**src/rtl/stereo_state_variable_lowpass_top_defines.svh**
```systemverilog
// Assertion macros for the stereo low-pass RTL.
// Needs clk and rst_n in the scope where a macro is used.
`ifndef STEREO_STATE_VARIABLE_LOWPASS_TOP_DEFINES_SVH
`define STEREO_STATE_VARIABLE_LOWPASS_TOP_DEFINES_SVH

// same-cycle implication, checked out of reset
`define SSVL_ASSERT_IMPL(name, ante, cons, msg) \
  name: assert property (@(posedge clk) disable iff (!rst_n) (ante) |-> (cons)) else $error(msg);

// next-cycle implication, checked out of reset
`define SSVL_ASSERT_NEXT(name, ante, cons, msg) \
  name: assert property (@(posedge clk) disable iff (!rst_n) (ante) |=> (cons)) else $error(msg);

`endif

```
**src/rtl/ssvl_pkg.sv**
```systemverilog
// Shared types and constants for the stereo state-variable low-pass block.
// No dependencies; used by the config, controller, datapath and top files.
package ssvl_pkg;

  localparam int SAMPLE_W = 16;
  localparam int Q_FRAC   = 15;

  localparam logic [14:0] Q_BASE  = 15'd22938;
  localparam logic [14:0] Q_SLOPE = 15'd19661;
  localparam logic [14:0] Q_MIN   = 15'd3277;

  localparam int          FREQ_RESET = 37178;
  localparam logic [15:0] RES_RESET  = 16'd9830;

  // register index (paddr[3:2])
  localparam logic [1:0] REG_ENABLE = 2'd0;
  localparam logic [1:0] REG_FREQ   = 2'd1;
  localparam logic [1:0] REG_RES    = 2'd2;

  typedef enum logic [2:0] {
    ST_IDLE,
    ST_MUL_FB,
    ST_LOW,
    ST_HIGH,
    ST_MUL_FH,
    ST_BAND,
    ST_DONE
  } ctrl_state_t;

  typedef enum logic [2:0] {
    DP_IDLE,
    DP_LOAD,
    DP_BYPASS,
    DP_MUL_FB,
    DP_LOW,
    DP_HIGH,
    DP_MUL_FH,
    DP_BAND
  } dp_op_t;

  typedef struct packed {
    dp_op_t op;
    logic   ch;
    logic   out_load;
  } dp_cmd_t;

  // damping q = 22938 - (19661*res >> 15), floored at 3277
  function automatic logic [14:0] q_from_res(input logic [15:0] res);
    logic [30:0]        prod;
    logic signed [17:0] diff;
    prod = 31'(Q_SLOPE) * 31'(res);
    diff = $signed({3'b000, Q_BASE}) - $signed({2'b00, prod[30:15]});
    if (diff < $signed({3'b000, Q_MIN})) begin
      return Q_MIN;
    end
    return diff[14:0];
  endfunction

endpackage

```
**src/rtl/ssvl_cfg.sv**
```systemverilog
// APB-style register file: enable, frequency coefficient, resonance.
// Depends on ssvl_pkg for register indexes and reset values.
module ssvl_cfg #(
  parameter int COEFFICIENT_WIDTH = 16
) (
  input  logic                         clk,
  input  logic                         rst_n,
  input  logic                         psel,
  input  logic                         penable,
  input  logic                         pwrite,
  input  logic [3:0]                   paddr,
  input  logic [31:0]                  pwdata,
  output logic [31:0]                  prdata,
  output logic                         pready,
  output logic                         enable_o,
  output logic [COEFFICIENT_WIDTH-1:0] coef_o,
  output logic [15:0]                  res_o
);

  logic                         enable_r;
  logic [COEFFICIENT_WIDTH-1:0] coef_r;
  logic [15:0]                  res_r;
  logic                         wr_en;

  assign pready = 1'b1;
  assign wr_en  = psel & penable & pwrite;

  always_ff @(posedge clk) begin
    if (!rst_n) begin
      enable_r <= 1'b0;
      coef_r   <= COEFFICIENT_WIDTH'(ssvl_pkg::FREQ_RESET);
      res_r    <= ssvl_pkg::RES_RESET;
    end else if (wr_en) begin
      unique case (paddr[3:2])
        ssvl_pkg::REG_ENABLE: enable_r <= pwdata[0];
        ssvl_pkg::REG_FREQ:   coef_r   <= pwdata[COEFFICIENT_WIDTH-1:0];
        ssvl_pkg::REG_RES:    res_r    <= pwdata[15:0];
        default: ;
      endcase
    end
  end

  always_comb begin
    unique case (paddr[3:2])
      ssvl_pkg::REG_ENABLE: prdata = {31'b0, enable_r};
      ssvl_pkg::REG_FREQ:   prdata = 32'(coef_r);
      ssvl_pkg::REG_RES:    prdata = {16'b0, res_r};
      default:              prdata = '0;
    endcase
  end

  assign enable_o = enable_r;
  assign coef_o   = coef_r;
  assign res_o    = res_r;

endmodule

```
**src/rtl/ssvl_ctrl.sv**
```systemverilog
// Sequencer for the two-channel filter step and the stream handshakes.
// Depends on ssvl_pkg and the assertion macro header.
`include "stereo_state_variable_lowpass_top_defines.svh"

module ssvl_ctrl (
  input  logic              clk,
  input  logic              rst_n,
  input  logic              in_tvalid,
  output logic              in_tready,
  output logic              out_tvalid,
  input  logic              out_tready,
  input  logic              enable_i,
  output ssvl_pkg::dp_cmd_t cmd_o
);

  ssvl_pkg::ctrl_state_t state_r, state_nxt;
  logic                  ch_r, ch_nxt;
  logic                  out_valid_r, out_valid_nxt;

  always_ff @(posedge clk) begin
    if (!rst_n) begin
      state_r     <= ssvl_pkg::ST_IDLE;
      ch_r        <= 1'b0;
      out_valid_r <= 1'b0;
    end else begin
      state_r     <= state_nxt;
      ch_r        <= ch_nxt;
      out_valid_r <= out_valid_nxt;
    end
  end

  always_comb begin
    state_nxt      = state_r;
    ch_nxt         = ch_r;
    out_valid_nxt  = out_valid_r;
    cmd_o.op       = ssvl_pkg::DP_IDLE;
    cmd_o.ch       = ch_r;
    cmd_o.out_load = 1'b0;
    if (out_tready) begin
      out_valid_nxt = 1'b0;
    end
    unique case (state_r)
      ssvl_pkg::ST_IDLE: begin
        if (in_tvalid) begin
          if (enable_i) begin
            cmd_o.op  = ssvl_pkg::DP_LOAD;
            ch_nxt    = 1'b0;
            state_nxt = ssvl_pkg::ST_MUL_FB;
          end else begin
            cmd_o.op  = ssvl_pkg::DP_BYPASS;
            state_nxt = ssvl_pkg::ST_DONE;
          end
        end
      end
      ssvl_pkg::ST_MUL_FB: begin
        cmd_o.op  = ssvl_pkg::DP_MUL_FB;
        state_nxt = ssvl_pkg::ST_LOW;
      end
      ssvl_pkg::ST_LOW: begin
        cmd_o.op  = ssvl_pkg::DP_LOW;
        state_nxt = ssvl_pkg::ST_HIGH;
      end
      ssvl_pkg::ST_HIGH: begin
        cmd_o.op  = ssvl_pkg::DP_HIGH;
        state_nxt = ssvl_pkg::ST_MUL_FH;
      end
      ssvl_pkg::ST_MUL_FH: begin
        cmd_o.op  = ssvl_pkg::DP_MUL_FH;
        state_nxt = ssvl_pkg::ST_BAND;
      end
      ssvl_pkg::ST_BAND: begin
        cmd_o.op = ssvl_pkg::DP_BAND;
        if (ch_r) begin
          state_nxt = ssvl_pkg::ST_DONE;
        end else begin
          ch_nxt    = 1'b1;
          state_nxt = ssvl_pkg::ST_MUL_FB;
        end
      end
      ssvl_pkg::ST_DONE: begin
        // output register free or emptying this cycle
        if (!out_valid_r || out_tready) begin
          cmd_o.out_load = 1'b1;
          out_valid_nxt  = 1'b1;
          state_nxt      = ssvl_pkg::ST_IDLE;
        end
      end
      default: state_nxt = ssvl_pkg::ST_IDLE;
    endcase
  end

  assign in_tready  = (state_r == ssvl_pkg::ST_IDLE);
  assign out_tvalid = out_valid_r;

  `SSVL_ASSERT_NEXT(a_start_left, in_tvalid && in_tready && enable_i, (state_r == ssvl_pkg::ST_MUL_FB) && !ch_r, "filtered frame must start on the left channel")
  `SSVL_ASSERT_NEXT(a_right_ends, (state_r == ssvl_pkg::ST_BAND) && ch_r, state_r == ssvl_pkg::ST_DONE, "right band update must finish the frame")
  `SSVL_ASSERT_IMPL(a_out_from_done, out_valid_r && !$past(out_valid_r), $past(state_r) == ssvl_pkg::ST_DONE, "result beat raised outside the done state")

endmodule

```
**src/rtl/ssvl_dp.sv**
```systemverilog
// Datapath: filter state, shared multiplier, saturation and output scaling.
// Depends on ssvl_pkg for the command struct and the damping function.
module ssvl_dp #(
  parameter int STATE_WIDTH       = 32,
  parameter int COEFFICIENT_WIDTH = 16
) (
  input  logic                         clk,
  input  logic                         rst_n,
  input  ssvl_pkg::dp_cmd_t            cmd_i,
  input  logic [15:0]                  left_i,
  input  logic [15:0]                  right_i,
  input  logic                         last_i,
  input  logic [COEFFICIENT_WIDTH-1:0] coef_i,
  input  logic [15:0]                  res_i,
  output logic [15:0]                  left_o,
  output logic [15:0]                  right_o,
  output logic                         last_o
);

  localparam int SW   = STATE_WIDTH;
  localparam int FRAC = SW - 8;
  localparam int XS   = FRAC - 15;
  localparam int CF   = COEFFICIENT_WIDTH - 1;
  localparam int MBW  = ((COEFFICIENT_WIDTH > 16) ? COEFFICIENT_WIDTH : 16) + 1;
  localparam int PW   = SW + MBW;
  localparam int EW   = SW + 2;
  localparam int YW   = SW + 17;

  localparam logic signed [SW-1:0] SMAX  = {1'b0, {(SW-1){1'b1}}};
  localparam logic signed [SW-1:0] SMIN  = {1'b1, {(SW-1){1'b0}}};
  localparam logic signed [YW-1:0] YBIAS = {{(YW-FRAC){1'b0}}, {FRAC{1'b1}}};
  localparam logic signed [YW-1:0] YMAX  = YW'(32767);
  localparam logic signed [YW-1:0] YMIN  = -YW'(32768);

  function automatic logic signed [SW-1:0] sat_fn(input logic signed [EW-1:0] v);
    if (v > EW'(SMAX)) begin
      return SMAX;
    end
    if (v < EW'(SMIN)) begin
      return SMIN;
    end
    return v[SW-1:0];
  endfunction

  logic signed [SW-1:0] low_r  [2];
  logic signed [SW-1:0] band_r [2];
  logic        [15:0]   xl_r, xr_r;
  logic        [14:0]   q_r;
  logic signed [PW-1:0] prod_r;
  logic signed [SW-1:0] hp_r;
  logic signed [SW+15:0] scl_r;
  logic        [15:0]   yl_r, yr_r;
  logic                 last_r;
  logic        [15:0]   out_l_r, out_r_r;
  logic                 out_last_r;

  logic signed [SW-1:0]  low_cur, band_cur, a_sel;
  logic signed [MBW-1:0] b_sel;
  logic signed [PW-1:0]  prod_w, fsh_full, qsh_full;
  logic signed [EW-1:0]  fsh_e, qsh_e, low_e, band_e, x_e;
  logic signed [SW-8:0]  x_sh;
  logic        [15:0]    x_sel;
  logic signed [SW-1:0]  lp_w, hp_w, bp_w;
  logic signed [SW+14:0] lp15;
  logic signed [SW+15:0] scl_w;
  logic signed [YW-1:0]  yt, ysh;
  logic        [15:0]    y_w;

  assign low_cur  = low_r[cmd_i.ch];
  assign band_cur = band_r[cmd_i.ch];

  // shared multiplier: f*band, q*band, f*high
  assign a_sel  = (cmd_i.op == ssvl_pkg::DP_MUL_FH) ? hp_r : band_cur;
  assign b_sel  = (cmd_i.op == ssvl_pkg::DP_LOW) ? MBW'(q_r) : MBW'(coef_i);
  assign prod_w = a_sel * b_sel;

  assign fsh_full = prod_r >>> CF;
  assign qsh_full = prod_r >>> ssvl_pkg::Q_FRAC;
  assign fsh_e    = fsh_full[EW-1:0];
  assign qsh_e    = qsh_full[EW-1:0];
  assign low_e    = EW'(low_cur);
  assign band_e   = EW'(band_cur);

  assign x_sel = cmd_i.ch ? xr_r : xl_r;
  assign x_sh  = {x_sel, {XS{1'b0}}};
  assign x_e   = EW'(x_sh);

  assign lp_w = sat_fn(low_e + fsh_e);
  assign hp_w = sat_fn(x_e - low_e - qsh_e);
  assign bp_w = sat_fn(band_e + fsh_e);

  // low * 32767 as (low << 15) - low
  assign lp15  = {low_cur, 15'b0};
  assign scl_w = (SW+16)'(lp15) - (SW+16)'(low_cur);

  // truncate toward zero: bias negatives before the shift
  assign yt  = YW'(scl_r) + (scl_r[SW+15] ? YBIAS : '0);
  assign ysh = yt >>> FRAC;
  always_comb begin
    if (ysh > YMAX) begin
      y_w = 16'h7FFF;
    end else if (ysh < YMIN) begin
      y_w = 16'h8000;
    end else begin
      y_w = ysh[15:0];
    end
  end

  always_ff @(posedge clk) begin
    if (!rst_n) begin
      low_r[0]  <= '0;
      low_r[1]  <= '0;
      band_r[0] <= '0;
      band_r[1] <= '0;
    end else begin
      if (cmd_i.op == ssvl_pkg::DP_LOW) begin
        low_r[cmd_i.ch] <= lp_w;
      end
      if (cmd_i.op == ssvl_pkg::DP_BAND) begin
        band_r[cmd_i.ch] <= bp_w;
      end
    end
  end

  always_ff @(posedge clk) begin
    unique case (cmd_i.op)
      ssvl_pkg::DP_LOAD: begin
        xl_r   <= left_i;
        xr_r   <= right_i;
        last_r <= last_i;
        q_r    <= ssvl_pkg::q_from_res(res_i);
      end
      ssvl_pkg::DP_BYPASS: begin
        yl_r   <= left_i;
        yr_r   <= right_i;
        last_r <= last_i;
      end
      ssvl_pkg::DP_MUL_FB: prod_r <= prod_w;
      ssvl_pkg::DP_LOW:    prod_r <= prod_w;
      ssvl_pkg::DP_HIGH: begin
        hp_r  <= hp_w;
        scl_r <= scl_w;
      end
      ssvl_pkg::DP_MUL_FH: begin
        prod_r <= prod_w;
        if (cmd_i.ch) begin
          yr_r <= y_w;
        end else begin
          yl_r <= y_w;
        end
      end
      ssvl_pkg::DP_BAND: ;
      ssvl_pkg::DP_IDLE: ;
      default: ;
    endcase
    if (cmd_i.out_load) begin
      out_l_r    <= yl_r;
      out_r_r    <= yr_r;
      out_last_r <= last_r;
    end
  end

  assign left_o  = out_l_r;
  assign right_o = out_r_r;
  assign last_o  = out_last_r;

endmodule

```
**src/rtl/stereo_state_variable_lowpass_top.sv**
```systemverilog
// Stereo Chamberlin state-variable low-pass filter, top level.
// Input stream: in_tdata = {right_sample, left_sample}, in_tlast = block_end_in.
// Output stream: out_tdata = {right_filtered, left_filtered}, out_tlast = block_end_out.
// Config (APB-style): 0x0 filter_enable, 0x4 frequency_coefficient,
//   0x8 resonance_amount; write only while no frame is in flight.
// A frame is taken when in_tready is high, which is whenever the sequencer
// is idle. A filtered frame is worked through two channels of five steps
// each through one shared multiplier (f*band, low update with q*band,
// high, f*high, band update), then loaded into the output register, after
// which the sequencer is idle again. Bypassed frames (filter_enable = 0)
// go straight to the output load and leave the state untouched. One frame
// is in work at a time; the output register holds a finished beat so a
// new frame can be accepted while it waits.
// If out_tready stays low the sequencer holds its next result and stalls.
// Reset (rst_n low, synchronous) clears the filter state and the output
// valid, and restores the register defaults.
module stereo_state_variable_lowpass_top #(
  parameter int STATE_WIDTH       = 32,
  parameter int COEFFICIENT_WIDTH = 16
) (
  input  logic        clk,
  input  logic        rst_n,
  input  logic        in_tvalid,
  output logic        in_tready,
  input  logic [31:0] in_tdata,   // [15:0] left_sample, [31:16] right_sample
  input  logic        in_tlast,
  output logic        out_tvalid,
  input  logic        out_tready,
  output logic [31:0] out_tdata,  // [15:0] left_filtered, [31:16] right_filtered
  output logic        out_tlast,
  input  logic        cfg_psel,
  input  logic        cfg_penable,
  input  logic        cfg_pwrite,
  input  logic [3:0]  cfg_paddr,
  input  logic [31:0] cfg_pwdata,
  output logic [31:0] cfg_prdata,
  output logic        cfg_pready
);

  logic                         enable;
  logic [COEFFICIENT_WIDTH-1:0] coef;
  logic [15:0]                  res;
  ssvl_pkg::dp_cmd_t            cmd;
  logic [15:0]                  left_out, right_out;

  ssvl_cfg #(
    .COEFFICIENT_WIDTH(COEFFICIENT_WIDTH)
  ) u_cfg (
    .clk      (clk),
    .rst_n    (rst_n),
    .psel     (cfg_psel),
    .penable  (cfg_penable),
    .pwrite   (cfg_pwrite),
    .paddr    (cfg_paddr),
    .pwdata   (cfg_pwdata),
    .prdata   (cfg_prdata),
    .pready   (cfg_pready),
    .enable_o (enable),
    .coef_o   (coef),
    .res_o    (res)
  );

  ssvl_ctrl u_ctrl (
    .clk        (clk),
    .rst_n      (rst_n),
    .in_tvalid  (in_tvalid),
    .in_tready  (in_tready),
    .out_tvalid (out_tvalid),
    .out_tready (out_tready),
    .enable_i   (enable),
    .cmd_o      (cmd)
  );

  ssvl_dp #(
    .STATE_WIDTH       (STATE_WIDTH),
    .COEFFICIENT_WIDTH (COEFFICIENT_WIDTH)
  ) u_dp (
    .clk     (clk),
    .rst_n   (rst_n),
    .cmd_i   (cmd),
    .left_i  (in_tdata[15:0]),
    .right_i (in_tdata[31:16]),
    .last_i  (in_tlast),
    .coef_i  (coef),
    .res_i   (res),
    .left_o  (left_out),
    .right_o (right_out),
    .last_o  (out_tlast)
  );

  assign out_tdata = {right_out, left_out};

endmodule

```
**config.mk**
```make
export PLATFORM = sky130hd
export DESIGN_NAME = stereo_state_variable_lowpass_top
export DESIGN_NICKNAME = d
export VERILOG_FILES = /design/src/rtl/ssvl_pkg.sv /design/src/rtl/ssvl_cfg.sv /design/src/rtl/ssvl_ctrl.sv /design/src/rtl/ssvl_dp.sv /design/src/rtl/stereo_state_variable_lowpass_top.sv
export VERILOG_INCLUDE_DIRS = /design/src /design/src/rtl
export SDC_FILE = /design/constraint.sdc
export NUM_CORES = 2
export LEC_CHECK = 0
export BUFFER_PORTS_ARGS = -buffer_cell sky130_fd_sc_hd__buf_2
export CORE_MARGIN = 10
export CORE_UTILIZATION = 65
export DETAILED_ROUTE_END_ITERATION = 10
export GPL_TIMING_DRIVEN = 0
export MAX_ROUTING_LAYER = met4
export PLACE_DENSITY = 0.83
export SLEW_MARGIN = 20
export SYNTH_ARGS = -nofsm -noshare
export SYNTH_HDL_FRONTEND = slang
export SYNTH_SLANG_ARGS = --single-unit
```
**constraint.sdc**
```tcl
create_clock -name clk -period 12.74 [get_ports clk]
set_input_delay 0.637 -clock clk [delete_from_list [all_inputs] [get_ports clk]]
set_output_delay 0.637 -clock clk [all_outputs]
set_load 0.05 [all_outputs]
```
==> run metrics <==
status finished, final reports clean; vias ~38000; Post-Layout Cell Count 6076; CTS tree done; Slew @ Worst Pin ~1.3 ns; Port-buffer cells between 100 and 150; element type at the critical path start register; vias in the first global route 38200; Hold Crit Class input port to register; post-synthesis compound-gate area fraction 0.138; CTS root buffer clkbuf_16; largest stage delay on the critical path 0.80 ns; R2R Path Start u_ctrl.state_r[1]; Final Slew Violations 0; DP Worst Slack 1.65 ns; clk sinks ~390; GR Util met3 0.0733; core area between 0.07 and 0.08 sq mm; Max Cap Violations 0; global-route wire length before repair ~210000 um; Synth cell types 94; WHS Endpoint u_dp.xr_r[10]; RR Endpoint u_dp.prod_r[48]; hpwl dp 110000 um; #FFs+latches synth around 400; fin crit share 0.905; initial antenna violation count 3; Post-Synth Adder-Cell Area 0.352; CP Data Arrival Time around 12 ns; Die Footprint around 0.083 sq mm; Top cell by count, worst path fa_1; 1st-iter DRT viols about 4100; horizontal die dimension around 290 um; share of cells above drive strength 1 0.0720; largest family of logic cells by synthesized area adder cells; fmax around 87 MHz; worst-skew pair later-pin latency 0.62 ns; Resized cells post-CTS 0; starting density of the core 0.657; Routed Antenna Nets 0; GRT Residual Overflow 0; Post-Synthesis Cell Area about 0.047 sq mm; DRT Wirelength about 130000 um; total track usage 0.334; nets@finish 6148; Critical Path Sink Type register; Bufs on Longest Clock Path 3; async set-reset flop share out of synthesis 0; EDFF count, synth between 300 and 400; CP required between 10 and 15 ns; CTS Buf Count between 40 and 50; met1 usage 0.410; Synth Area in XOR/XNOR 0.0383; largest net degree at the start of global routing 35; Setup Buffers After CTS 0; Min Clock Period, post-route 11.53 ns; Worst-path clk slew ~0.070 ns; slowest cell on the critical path clkbuf_1; placed insts between 5000 and 6000; Max-Slew Margin vs Limit 0.128; I/O Pins ~140; min-delay src in_tdata[26]; gpl congestion just over 1; RSZ-0062 raised after global routing false; clock skew around 0.045 ns; die height about 290 um; sequential share of the synthesized area 0.244; flop-to-flop setup slack about 1.2 ns; Mean Syn Cell Area about 9.6 sq um; Hold Fails Final Rpt 0; Crit path max-delay family compound AO/OA/AOI/OAI gates; Hold Buf Count CTS 0; R2R cell count 28; Synth Area in Simple Gates 0.122; Crit path buffers/inverters 7; global routing's busiest layer met2; yosys warns 0; GRT met2 Usage 0.524; row count 98; setup ws final between 1 and 1.5 ns; synth-to-layout area growth 7.94%; DR WL/cell 22.2 um; setup_tns 0 ns; Mapped Cells about 4900; crit path max fanout 10; mux contribution to synthesized area 0.0245; Final setup viols 0; hold path depth 1; kind of critical path register to register; total DRC errors in the routed layout 0; ys flop type edfxtp_1; 1st-pass router iterations 8; DR vias/cell between 6 and 7; H-tree Lvls 2
cells by family (layout without fill, tap and decap cells):
kind of cell | Yosys count | after routing
AOI/OAI and AO/OA | 941 | 941
xor gates and xnor gates | 205 | 205
other | 2 | 20
adders and majority gates | 984 | 984
DFF | 394 | 394
muxes | 107 | 107
buffers and inverters | 988 | 1199
and+or+nand+nor | 1276 | 1276
stage by stage:
stage          hold slack [ns]  instance area, sq um   util
2_1_floorplan            0.400                 47000      -
3_3_place_gp             0.403                 48700  0.682
3_5_place_dp             0.405                 49000  0.685
4_1_cts                  0.188                 50600  0.708
5_1_grt                  0.197                 50700  0.709
6_report                 0.201                 50700  0.709
sequential cells by signal, indices dropped and copies added, names as in the netlist, named ones only:
name / cells
u_ctrl.state_r: 3
u_dp.left_o: 16
u_dp.xr_r: 16
u_cfg.coef_o: 16
u_dp.band_r: 64
u_dp.xl_r: 16
u_dp.scl_r: 48
u_dp.yr_r: 16
u_dp.low_r: 64
u_ctrl.ch_r: 1
u_dp.prod_r: 34
u_dp.q_r: 15
u_dp.last_o: 1
u_dp.last_r: 1
u_cfg.res_o: 16
u_cfg.enable_o: 1
u_dp.hp_r: 32
u_ctrl.out_tvalid: 1
u_dp.yl_r: 16
u_dp.right_o: 16
synth_stat cells, types with 105 or more instances:
master	instances	area [sq um]
a21o_1	105	788
a21oi_1	182	911
clkbuf_1	132	495
edfxtp_1	355	10700
fa_1	561	11200
ha_1	423	5290
inv_1	803	3010
nand2_1	466	1750
nor2_1	413	1550
o21ai_0	127	636
o31ai_1	130	976
xnor2_1	122	1070
worst max path at each step:
stage,from,to,slack [ns],depth (start not counted)
after floorplan,u_ctrl.state_r[1],u_dp.prod_r[48],4.01,29
after global placement,u_ctrl.state_r[1],u_dp.prod_r[48],1.01,27
after detailed placement,u_ctrl.state_r[1],u_dp.prod_r[48],1.65,28
after CTS,u_ctrl.state_r[1],u_dp.prod_r[48],1.53,28
after global routing,u_ctrl.state_r[1],u_dp.prod_r[48],0.88,28
final,u_ctrl.state_r[1],u_dp.prod_r[48],1.21,28
area by class of cell:
cell class,count,area (sq um)
diodes,3,7.51
inverters,803,3010
clock buffers,55,1220
repair buffers,128,781
flip-flops and latches,394,11400
multi-input cells,3530,31800
clock inverters,28,404
fillers,5240,20800
well taps,950,1190
plain buffers,185,812
layout by cell type (no fill, tap or decap), types with 18 or more instances in the layout:
master,count
nor3_1,50
clkbuf_1,137
edfxtp_1,355
o31ai_1,130
a2111oi_0,22
and2_1,31
nand4_1,29
a21boi_0,31
a21oi_1,182
o21ai_0,126
inv_1,803
xor2_1,83
fa_1,561
and3_1,37
ha_1,423
clkbuf_16,46
mux2i_1,37
nand2b_1,70
buf_2,127
buf_4,22
a21o_1,105
nand2_1,463
o21ai_1,36
nor2b_1,28
a22o_1,18
o22ai_1,36
nand3_1,71
o21bai_1,29
nor2_1,412
a211oi_1,19
dfxtp_1,39
xnor2_1,122
mux2_2,63
o21a_1,79
layer usage:
layer  wire length (um)  share of wire
met1              50500           0.37
met2              62100           0.46
met3              14500           0.11
met4               7850          0.058
met5                  0              0
Power is not shown: default switching activity piles up to over one toggle a cycle in this logic, so the estimate is an artifact.
